<file path="config.mk">
export PLATFORM = sky130hd
export DESIGN_NAME = checksum_frame_deframer_top
export DESIGN_NICKNAME = d
export VERILOG_FILES = /design/src/rtl/cfd_pkg.sv /design/src/rtl/checksum_frame_deframer_top.sv
export SDC_FILE = /design/constraint.sdc
export NUM_CORES = 1
export LEC_CHECK = 0
export BUFFER_PORTS_ARGS = -buffer_cell sky130_fd_sc_hd__clkbuf_2
export CAP_MARGIN = 20
export CORE_UTILIZATION = 30
export CTS_CLUSTER_DIAMETER = 100
export DETAILED_ROUTE_END_ITERATION = 7
export GPL_TIMING_DRIVEN = 1
export PLACE_DENSITY = 0.46
export SYNTH_ARGS = -nofsm -noshare
export SYNTH_HDL_FRONTEND = slang
export SYNTH_SLANG_ARGS = --single-unit
</file>
<file path="constraint.sdc">
create_clock -name i_clk -period 10.6 [get_ports i_clk]
set_input_delay 0.53 -clock i_clk [delete_from_list [all_inputs] [get_ports i_clk]]
set_output_delay 0.53 -clock i_clk [all_outputs]
set_load 0.005 [all_outputs]
</file>
<file path="src/rtl/cfd_pkg.sv">
`timescale 1ns / 1ps
// Types and constants shared by the checksum frame deframer.
package cfd_pkg;

    // Receive phase, one-hot coded.
    typedef enum logic [2:0] {
        PH_HUNT   = 3'b001,
        PH_HEADER = 3'b010,
        PH_DATA   = 3'b100
    } t_phase;

    // Status codes carried by a result word.
    localparam logic [2:0] ST_PAYLOAD  = 3'd0;
    localparam logic [2:0] ST_OK       = 3'd1;
    localparam logic [2:0] ST_HDR_ERR  = 3'd2;
    localparam logic [2:0] ST_DATA_ERR = 3'd3;
    localparam logic [2:0] ST_SHORT    = 3'd4;

    // Configuration register indexes (word address).
    localparam logic REG_SYNC_WORD = 1'b0;

    localparam logic [31:0] SYNC_RESET   = 32'hD0F9_EE5D;
    localparam int          HEADER_BYTES = 8;
    localparam logic [15:0] LEN_OVERHEAD = 16'd4;

    // One result word.
    typedef struct packed {
        logic [2:0]  status;
        logic [15:0] command;
        logic [15:0] payload_length;
        logic        has_byte;
        logic [7:0]  data_byte;
        logic [15:0] byte_index;
        logic        last;
    } t_result;

endpackage

</file>
<file path="src/rtl/checksum_frame_deframer_top.sv">
`timescale 1ns / 1ps
// Top level of the checksum frame deframer: sync hunt, header check, payload forwarding.
//
//  Channel   Direction  Handshake                     Payload
//  -------   ---------  ----------------------------  ---------------------------------
//  in        input      i_in_valid / o_in_ready       i_rx_byte
//  out       output     o_out_valid / i_out_ready     o_status .. o_last (seven fields)
//  config    input      psel, penable, pwrite, pready paddr, pwdata, prdata (sync_word)
//
// One received word is taken per cycle while the skid register is empty. All
// of its work is a single pass of logic between the state registers and the
// result register; a result goes to the skid register while the output stalls.
// Synchronous active-low reset puts the block in the hunting phase with an
// empty shift register, empty result stages, and sync_word at D0F9EE5D.
// A result register plus one skid register decouple the sides: input stays
// ready while a result waits, and drops ready only when the skid register
// is also full, so a stall on the output costs at most one held word.
module checksum_frame_deframer_top (
    input  logic        i_clk,
    input  logic        i_rst_n,
    // Received byte stream.
    input  logic        i_in_valid,
    output logic        o_in_ready,
    input  logic [7:0]  i_rx_byte,
    // Result stream.
    output logic        o_out_valid,
    input  logic        i_out_ready,
    output logic [2:0]  o_status,
    output logic [15:0] o_command,
    output logic [15:0] o_payload_length,
    output logic        o_has_byte,
    output logic [7:0]  o_data_byte,
    output logic [15:0] o_byte_index,
    output logic        o_last,
    // Configuration port.
    input  logic        psel,
    input  logic        penable,
    input  logic        pwrite,
    input  logic [2:0]  paddr,
    input  logic [31:0] pwdata,
    output logic [31:0] prdata,
    output logic        pready
);

    // ------------------------------------------------------------------
    // State
    // ------------------------------------------------------------------
    cfd_pkg::t_phase  r_phase, n_phase;
    logic [31:0]      r_sync_word;
    logic [31:0]      r_hunt_shift, n_hunt_shift;
    logic [15:0]      r_byte_count, n_byte_count;
    logic [15:0]      r_payload_sum, n_payload_sum;
    logic [7:0]       r_hdr [cfd_pkg::HEADER_BYTES];

    cfd_pkg::t_result r_out, n_out;
    cfd_pkg::t_result r_skid, n_skid;
    logic             r_out_valid, n_out_valid;
    logic             r_skid_valid, n_skid_valid;

    logic             in_fire;
    logic             out_fire;
    logic             cfg_write;

    cfd_pkg::t_result res;
    logic             res_valid;

    logic [15:0]      hdr_command;
    logic [15:0]      hdr_msg_len;
    logic [15:0]      hdr_plen;
    logic [15:0]      hdr_sum;
    logic [15:0]      count_inc;

    assign in_fire   = i_in_valid && o_in_ready;
    assign out_fire  = r_out_valid && i_out_ready;
    assign cfg_write = psel && penable && pwrite && pready;

    // The configuration port never stalls; reads with paddr[2] clear return the sync word, other reads zero.
    assign pready = 1'b1;
    assign prdata = (paddr[2] == cfd_pkg::REG_SYNC_WORD) ? r_sync_word : 32'd0;

    // Input is refused only while the skid register holds a word.
    assign o_in_ready = !r_skid_valid;

    // Header fields as stored. The header checksum covers the sync word and bytes 0 to 3
    // and sits in bytes 4 and 5, all of which are stored before the eighth header byte arrives.
    assign hdr_command = {r_hdr[0], r_hdr[1]};
    assign hdr_msg_len = {r_hdr[2], r_hdr[3]};
    assign hdr_plen    = hdr_msg_len - cfd_pkg::LEN_OVERHEAD;
    assign hdr_sum     = 16'(r_sync_word[31:24]) + 16'(r_sync_word[23:16])
                       + 16'(r_sync_word[15:8])  + 16'(r_sync_word[7:0])
                       + 16'(r_hdr[0]) + 16'(r_hdr[1])
                       + 16'(r_hdr[2]) + 16'(r_hdr[3]);
    assign count_inc   = r_byte_count + 16'd1;

    // ------------------------------------------------------------------
    // Frame state update and result formation for one accepted word
    // ------------------------------------------------------------------
    always_comb begin
        n_phase       = r_phase;
        n_hunt_shift  = r_hunt_shift;
        n_byte_count  = r_byte_count;
        n_payload_sum = r_payload_sum;
        res_valid     = 1'b0;
        res           = '0;

        if (in_fire) begin
            case (r_phase)
                cfd_pkg::PH_HEADER: begin
                    n_byte_count = count_inc;
                    if (count_inc >= 16'(cfd_pkg::HEADER_BYTES)) begin
                        res_valid   = 1'b1;
                        res.command = hdr_command;
                        res.last    = 1'b1;
                        if (hdr_sum != {r_hdr[4], r_hdr[5]}) begin
                            res.status   = cfd_pkg::ST_HDR_ERR;
                            n_phase      = cfd_pkg::PH_HUNT;
                            n_hunt_shift = '0;
                        end else if (hdr_msg_len < cfd_pkg::LEN_OVERHEAD) begin
                            res.status   = cfd_pkg::ST_SHORT;
                            n_phase      = cfd_pkg::PH_HUNT;
                            n_hunt_shift = '0;
                        end else if (hdr_plen == 16'd0) begin
                            // Empty payload: the frame is complete right here.
                            res.status   = cfd_pkg::ST_OK;
                            n_phase      = cfd_pkg::PH_HUNT;
                            n_hunt_shift = '0;
                        end else begin
                            res_valid     = 1'b0;
                            n_phase       = cfd_pkg::PH_DATA;
                            n_byte_count  = '0;
                            n_payload_sum = '0;
                        end
                    end
                end
                cfd_pkg::PH_DATA: begin
                    n_payload_sum      = r_payload_sum + 16'(i_rx_byte);
                    n_byte_count       = count_inc;
                    res_valid          = 1'b1;
                    res.command        = hdr_command;
                    res.payload_length = hdr_plen;
                    res.has_byte       = 1'b1;
                    res.data_byte      = i_rx_byte;
                    res.byte_index     = r_byte_count;
                    if (count_inc < hdr_plen) begin
                        res.status = cfd_pkg::ST_PAYLOAD;
                    end else begin
                        res.last     = 1'b1;
                        res.status   = (n_payload_sum == {r_hdr[6], r_hdr[7]})
                                     ? cfd_pkg::ST_OK : cfd_pkg::ST_DATA_ERR;
                        n_phase      = cfd_pkg::PH_HUNT;
                        n_hunt_shift = '0;
                    end
                end
                default: begin
                    // Hunting, and any code outside the three phases.
                    n_phase      = cfd_pkg::PH_HUNT;
                    n_hunt_shift = {r_hunt_shift[23:0], i_rx_byte};
                    if (n_hunt_shift == r_sync_word) begin
                        n_phase      = cfd_pkg::PH_HEADER;
                        n_byte_count = '0;
                    end
                end
            endcase
        end
    end

    // ------------------------------------------------------------------
    // Result register and skid register
    // ------------------------------------------------------------------
    always_comb begin
        n_out        = r_out;
        n_out_valid  = r_out_valid;
        n_skid       = r_skid;
        n_skid_valid = r_skid_valid;
        if (out_fire || !r_out_valid) begin
            if (r_skid_valid) begin
                n_out        = r_skid;
                n_out_valid  = 1'b1;
                n_skid_valid = 1'b0;
            end else begin
                n_out       = res;
                n_out_valid = res_valid;
            end
        end else if (res_valid) begin
            n_skid       = res;
            n_skid_valid = 1'b1;
        end
    end

    always_ff @(posedge i_clk) begin
        if (!i_rst_n) begin
            r_phase       <= cfd_pkg::PH_HUNT;
            r_sync_word   <= cfd_pkg::SYNC_RESET;
            r_hunt_shift  <= '0;
            r_byte_count  <= '0;
            r_payload_sum <= '0;
            r_out_valid   <= 1'b0;
            r_skid_valid  <= 1'b0;
        end else begin
            r_phase       <= n_phase;
            r_hunt_shift  <= n_hunt_shift;
            r_byte_count  <= n_byte_count;
            r_payload_sum <= n_payload_sum;
            r_out_valid   <= n_out_valid;
            r_skid_valid  <= n_skid_valid;
            if (cfg_write && paddr[2] == cfd_pkg::REG_SYNC_WORD) begin
                r_sync_word <= pwdata;
            end
        end
    end

    // Payload registers carry no reset.
    always_ff @(posedge i_clk) begin
        r_out  <= n_out;
        r_skid <= n_skid;
        if (in_fire && r_phase == cfd_pkg::PH_HEADER) begin
            r_hdr[r_byte_count[2:0]] <= i_rx_byte;
        end
    end

    assign o_out_valid      = r_out_valid;
    assign o_status         = r_out.status;
    assign o_command        = r_out.command;
    assign o_payload_length = r_out.payload_length;
    assign o_has_byte       = r_out.has_byte;
    assign o_data_byte      = r_out.data_byte;
    assign o_byte_index     = r_out.byte_index;
    assign o_last           = r_out.last;

    // ------------------------------------------------------------------
    // Assertions
    // ------------------------------------------------------------------

    // The skid register is only filled behind a held result word.
    a_skid_behind_out: assert property (@(posedge i_clk) disable iff (!i_rst_n)
        r_skid_valid |-> r_out_valid)
        else $error("skid word held with empty result register");

    // A new result arriving behind a stalled result is parked, not dropped.
    a_no_drop: assert property (@(posedge i_clk) disable iff (!i_rst_n)
        (res_valid && r_out_valid && !i_out_ready) |=> r_skid_valid)
        else $error("result dropped while output stalled");

    // A result without a payload byte always closes its frame.
    a_empty_is_last: assert property (@(posedge i_clk) disable iff (!i_rst_n)
        (o_out_valid && !o_has_byte) |-> o_last)
        else $error("result without byte not marked last");

    // Mid-frame payload words are never marked last.
    a_payload_not_last: assert property (@(posedge i_clk) disable iff (!i_rst_n)
        (o_out_valid && o_status == cfd_pkg::ST_PAYLOAD) |-> (o_has_byte && !o_last))
        else $error("payload word with bad flags");

endmodule

</file>
Word-level counts from Yosys, hierarchy flattened
Memory sizes are Yosys's and may differ from the RTL's.
Cells that the tools add are included.

cells by class
  shift-type cells = 0
  bitwise gates (word level) = 3
  eq/ne operators = 11
  div/mod/pow operators = 0
  multipliers = 0
  multiplexer cells = 47
  magnitude comparators = 3
  add/sub/neg operators = 10
  reductions and logical operators = 18

operator list
  cell                   number
  $mux 16                9
  $mux 61                2
  $mux 24                5
  $pmux 16 s2            2
  $pmux 24 s2            1
  $mux 41                1
  $pmux 19 s2            1
  $eq 32x32->1           1
  $mux 32                1
  $mux 3                 7
  $mux 19                1
  $add 16x1->16 const B  1
  $add 16x8->16          1
  $eq 16x16->1           1
  $ge 16x4->1 const B    1
  $logic_not 16->1       1
  $lt 16x16->1           1
  $lt 16x3->1 const B    1
  $ne 15x16->1           1
  $sub 16x3->16 const B  1
  $add 14x8->15          1
  $add 13x8->14          1
  $add 12x8->13          1
  $add 11x8->12          1
  22 further kinds       48

word-level totals
  output and inout port bits = 96
  flip-flop bits (word level) = 215
  bits in read-only memories = 0
  memories = 1
  latch bits = 0
  bits of input ports = 50
  RAM bits = 64
  logic and storage cells = 114

memory list
  name   words  width  rd ports  clocked after Yosys merged registers in  write ports  line                               RTL
  r_hdr  8      8      8         0                                        1            checksum_frame_deframer_top.sv:53  logic [7:0] r_hdr [cfd_pkg::HEADER_BYTES];

Logic depth before layout (Yosys ltp)
  depth after elaboration = 13
  depth in mapped cells = 19
  mapped depth without buffers = 18

Worst setup path after synthesis
No wires, ideal clock.

  path type = register to register
  from = memory r_hdr[3][2]
  to = register r_skid[0] (netlist name), enable pin
  path slack = 3.095 ns
  data required time = 10.120 ns
  library setup time = 0.480 ns
  cell stages (with the launch flop) = 17
  path buffers = 0
  data arrival time = 7.024 ns
  clock period less this slack = 7.505 ns
  path through = edfxtp_1 -> fa_1 -> inv_1 -> fa_1 -> fa_1 -> fa_1 -> inv_1 -> ha_1 -> fa_1 -> a211oi_2 -> o21ai_1 -> o22ai_1 -> xor2_1 -> and4_1 -> a21oi_2 -> o21ai_1 -> nor2_1

RTL lines
  item                  line                                RTL
  from (decl)           checksum_frame_deframer_top.sv:53
  to (signal assigned)  checksum_frame_deframer_top.sv:215  r_skid <= n_skid;
  to (decl)             checksum_frame_deframer_top.sv:56   cfd_pkg::t_result r_skid, n_skid;

==> results by group <==
Floorplan
  – Effective utilization at floorplan: 30.4%
  – Number of core rows: 80
  – Core footprint: 47,700 um^2
  – Floorplan die width: 222 um
  – I/O pin count: 146
  – Die area: 49,200 um^2
  – Height of the die: 222 um

Route
  – Number of design-rule violations left by the first detailed-router iteration: 738
  – Via density per instance: 5.02
  – Drt wl/cell: 19.5 um
  – Vias: 10,600
  – Remaining antenna violation count after routing: 0
  – Post-route DRC: 0
  – Total iterations of the first detailed-routing run: 5
  – Routed Wire Length: 41,300 um

Layout
  – Layout cells sized above 1: 16.0%
  – Fill cell count: 4,759
  – Final instance area: 17,000 um^2
  – Post-Layout Cell Count: 2,114
  – FF+latch area: 7450 um^2
  – Area growth from synthesis to layout: 17.3%
  – Number of nets in the layout: 1,610
  – Area used by multi-input combinational logic: 6470 um^2
  – Number of diodes added for antenna fixing: 0

Global routing
  – Maximum number of pins on one net before global-route repair: 66
  – Via count of the first global-routing pass: 10,500
  – Grt total ovfl: 0
  – First-pass GRT wire length: 62,900 um
  – Global Route Usage Sum: 16.8%
  – Initial antenna violation count: 1

Synth
  – Biggest area contributors in the synthesized netlist: sky130_fd_sc_hd__edfxtp_1, sky130_fd_sc_hd__dfxtp_1, sky130_fd_sc_hd__fa_1
  – Top flip-flop cell by instance count after synthesis: sky130_fd_sc_hd__edfxtp_1
  – Biggest area consumer among synthesized cells: sky130_fd_sc_hd__edfxtp_1
  – Number of synthesized flops with an enable pin: 186
  – Synth async-reset ratio: 0%
  – Most repeated cell in the gate-level netlist after synthesis: sky130_fd_sc_hd__edfxtp_1
  – Count of unique library cells instantiated by Yosys: 72
  – Cell area after synthesis: 14,500 um^2
  – Area share of the largest cell type after synthesis: 38.5%
  – Number of synthesized register bits: 279
  – Syn Area/Cell: 10.8 um^2
  – Post-Syn Nets: 1,484
  – Post-synthesis sequential area ratio: 51.3%
  – YS warnings: 0
  – Gate count of the mapped netlist: 1,348
  – Commonest cells in the synthesized netlist: sky130_fd_sc_hd__edfxtp_1, sky130_fd_sc_hd__nand2_1, sky130_fd_sc_hd__dfxtp_1

STA
  – # setup viols final: 0
  – Total negative slack for setup checks: 0 ns
  – Final Hold Fails: 0
  – Unrepaired setup endpoints after global routing: no
  – Largest clock skew in the final design: 0.0130 ns
  – Worst relative slew slack: 29.5%
  – Share of the cycle needed by the critical path after routing: 65.1%
  – Min Tclk post-route: 6.90 ns
  – Final number of max-transition violations: 0
  – Peak clock frequency supported by timing: 0.145 GHz
  – Slew of the pin with the lowest slew margin: 1.05 ns

Place
  – Post-place instance area: 15,800 um^2
  – Number of placed instances with taps included: 2,052
  – Final GP Congestion: 0.843
  – Final HPWL from detailed placement: 28,900 um
  – Buffers on Ports: 142

Clock network
  – Root Driver: sky130_fd_sc_hd__clkbuf_16
  – CTS sink count: 279
  – Hold-fix buffer count after cts: 0
  – Clock latency of the later-clocked register in the worst-skew pair: 0.54 ns
  – Count of H-tree levels built during CTS: 2
  – Clock tree from TritonCTS: yes
  – CTS Buffer Depth: 3
  – Post-cts repair resize count: 0
  – CTS buffer count: 34
  – Post-CTS Setup Bufs: 0
  – Post-CTS clock slew at the launch and capture registers of the worst setup and hold paths: 0.06 ns

Flow run
  – Max-capacitance violation count: 0

Critical path
  – Launch point of the worst path: r_hdr[3][2]
  – Top cell family by delay on the critical path: adder cells
  – Largest stage delay, worst path: 0.74 ns
  – Critical Path, Cell by Cell: fa_1 > inv_1 > fa_1 > fa_1 > fa_1 > inv_1 > ha_1 > fa_1 > a211oi_2 > o21ai_1 > o22ai_1 > xor2_1 > and4_1 > a21oi_2 > o21ai_1 > nor2_4 > buf_4
  – Startpoint of the worst-slack reg-to-reg timing path: r_hdr[3][2]
  – Critical path buffer and inverter count: 3
  – Kind of capture point of the worst setup path: flop
  – CP Data Required Time: 10.76 ns
  – Startpoint class of the critical path: flop
  – Slowest CP cell: sky130_fd_sc_hd__a21oi_2
  – Biggest fanout along the worst timing path: 50
  – Type of the worst setup path: flop to flop
  – Signal arrival time at the worst endpoint: 7.06 ns
  – Cell repeated most along the worst path: sky130_fd_sc_hd__fa_1

Hold path
  – Class of the worst hold path: input pin to flop
  – Hold wc startpoint: pwdata[15]

Power and ir drop
  – Leakage power of the design: 7.21 nW
  – Power density of the placed cells: 154 nW/um^2
  – Worst IR Drop VDD: 0.0804 mV

Status
  – Status: complete, no violations
[sequential cells by signal, summed over array words and instances (netlist names)]
name,count
o_byte_index,16
r_byte_count,16
o_payload_length,16
o_out_valid,1
r_hunt_shift,24
r_sync_word,32
o_last,1
o_status,3
r_payload_sum,16
r_phase,3
o_data_byte,8
o_has_byte,1
r_skid_valid,1
r_hdr,64
o_command,16
r_skid,61
[cells by family after synthesis]
kind of cell | after synthesis | share of synthesized area [%]
AOI/OAI and AO/OA | 290 | 13.0
xor gates and xnor gates | 104 | 6.28
adders and majority gates | 86 | 9.90
buffers and inverters | 151 | 4.28
DFF | 279 | 51.3
muxes | 4 | 0.276
other | 1 | 0.0258
and+or+nand+nor | 433 | 14.9
[cell usage in the layout, fill, tap and decap left out, types with 12 or more instances in the layout]
master | Yosys | layout
sky130_fd_sc_hd__nand4_1 | 21 | 21
sky130_fd_sc_hd__o21ai_0 | 34 | 34
sky130_fd_sc_hd__nor2b_1 | 32 | 32
sky130_fd_sc_hd__ha_1 | 38 | 38
sky130_fd_sc_hd__xnor2_1 | 48 | 48
sky130_fd_sc_hd__inv_1 | 76 | 75
sky130_fd_sc_hd__o21ai_1 | 32 | 32
sky130_fd_sc_hd__a21o_1 | 66 | 66
sky130_fd_sc_hd__a31oi_1 | 14 | 14
sky130_fd_sc_hd__a21oi_1 | 70 | 70
sky130_fd_sc_hd__and3_1 | 32 | 32
sky130_fd_sc_hd__nand3_1 | 34 | 34
sky130_fd_sc_hd__nand2_1 | 147 | 147
sky130_fd_sc_hd__clkbuf_16 | 0 | 38
sky130_fd_sc_hd__o211ai_1 | 12 | 12
sky130_fd_sc_hd__clkbuf_2 | 0 | 142
sky130_fd_sc_hd__fa_1 | 48 | 48
sky130_fd_sc_hd__edfxtp_1 | 186 | 186
sky130_fd_sc_hd__dfxtp_1 | 93 | 92
sky130_fd_sc_hd__nor2_1 | 82 | 81
sky130_fd_sc_hd__nor4_1 | 24 | 24
sky130_fd_sc_hd__o22ai_1 | 14 | 14
sky130_fd_sc_hd__xor2_1 | 56 | 56
sky130_fd_sc_hd__nor3_1 | 14 | 13
sky130_fd_sc_hd__buf_4 | 6 | 20
[cell type report]
| type | instances | share of cell area (%) |
|---|---|---|
| Sequential cell | 279 | 43.8 |
| Multi-Input combinational cell | 918 | 38.0 |
| Clock buffer | 39 | 5.55 |
| Timing Repair Buffer | 164 | 5.24 |
| Tap cell | 615 | 4.52 |
| Inverter | 77 | 1.70 |
| Clock inverter | 22 | 1.21 |
[power by group]
group	internal, mW	total, mW	switching, mW
Sequential	1.16	1.17	0.0103
Combinational	0.103	0.249	0.146
Clock	0.733	1.20	0.469
Total	1.99	2.62	0.626
[worst min-delay path, stage by stage]
cell	delay, ns
sky130_fd_sc_hd__clkbuf_2	0.07
sky130_fd_sc_hd__nand2_1	0.04
sky130_fd_sc_hd__nand3_1	0.06
[path summary, 6_finish.rpt]
check | depth (start not counted) | slack, ns | to
hold reg to reg | 2 | 0.48 | r_hunt_shift[8]
setup / recovery | 17 | 3.70 | r_skid[53]
hold / removal | 3 | 0.20 | r_sync_word[15]
setup reg to reg | 17 | 3.70 | r_skid[53]
[stage by stage]
step                util, %  total power, mW  hold WS [ns]  setup WS (ns)
floorplan                 -             1.36         0.448           3.10
global placement       33.2             1.44         0.467           3.72
detailed placement     33.2             1.44         0.474           3.65
CTS                    35.6             2.66         0.176           3.63
global route           35.6             2.73         0.198           3.32
finish                 35.6             2.62         0.204           3.70
[routing by layer]
metal	up-vias	track usage, %	wire length [um]
li1	5044	-	-
met1	5178	22.4	19000
met2	309	27.1	18900
met3	73	2.97	2070
met4	0	6.34	1270
met5	-	0	0
(Power assumes the default switching activity.)
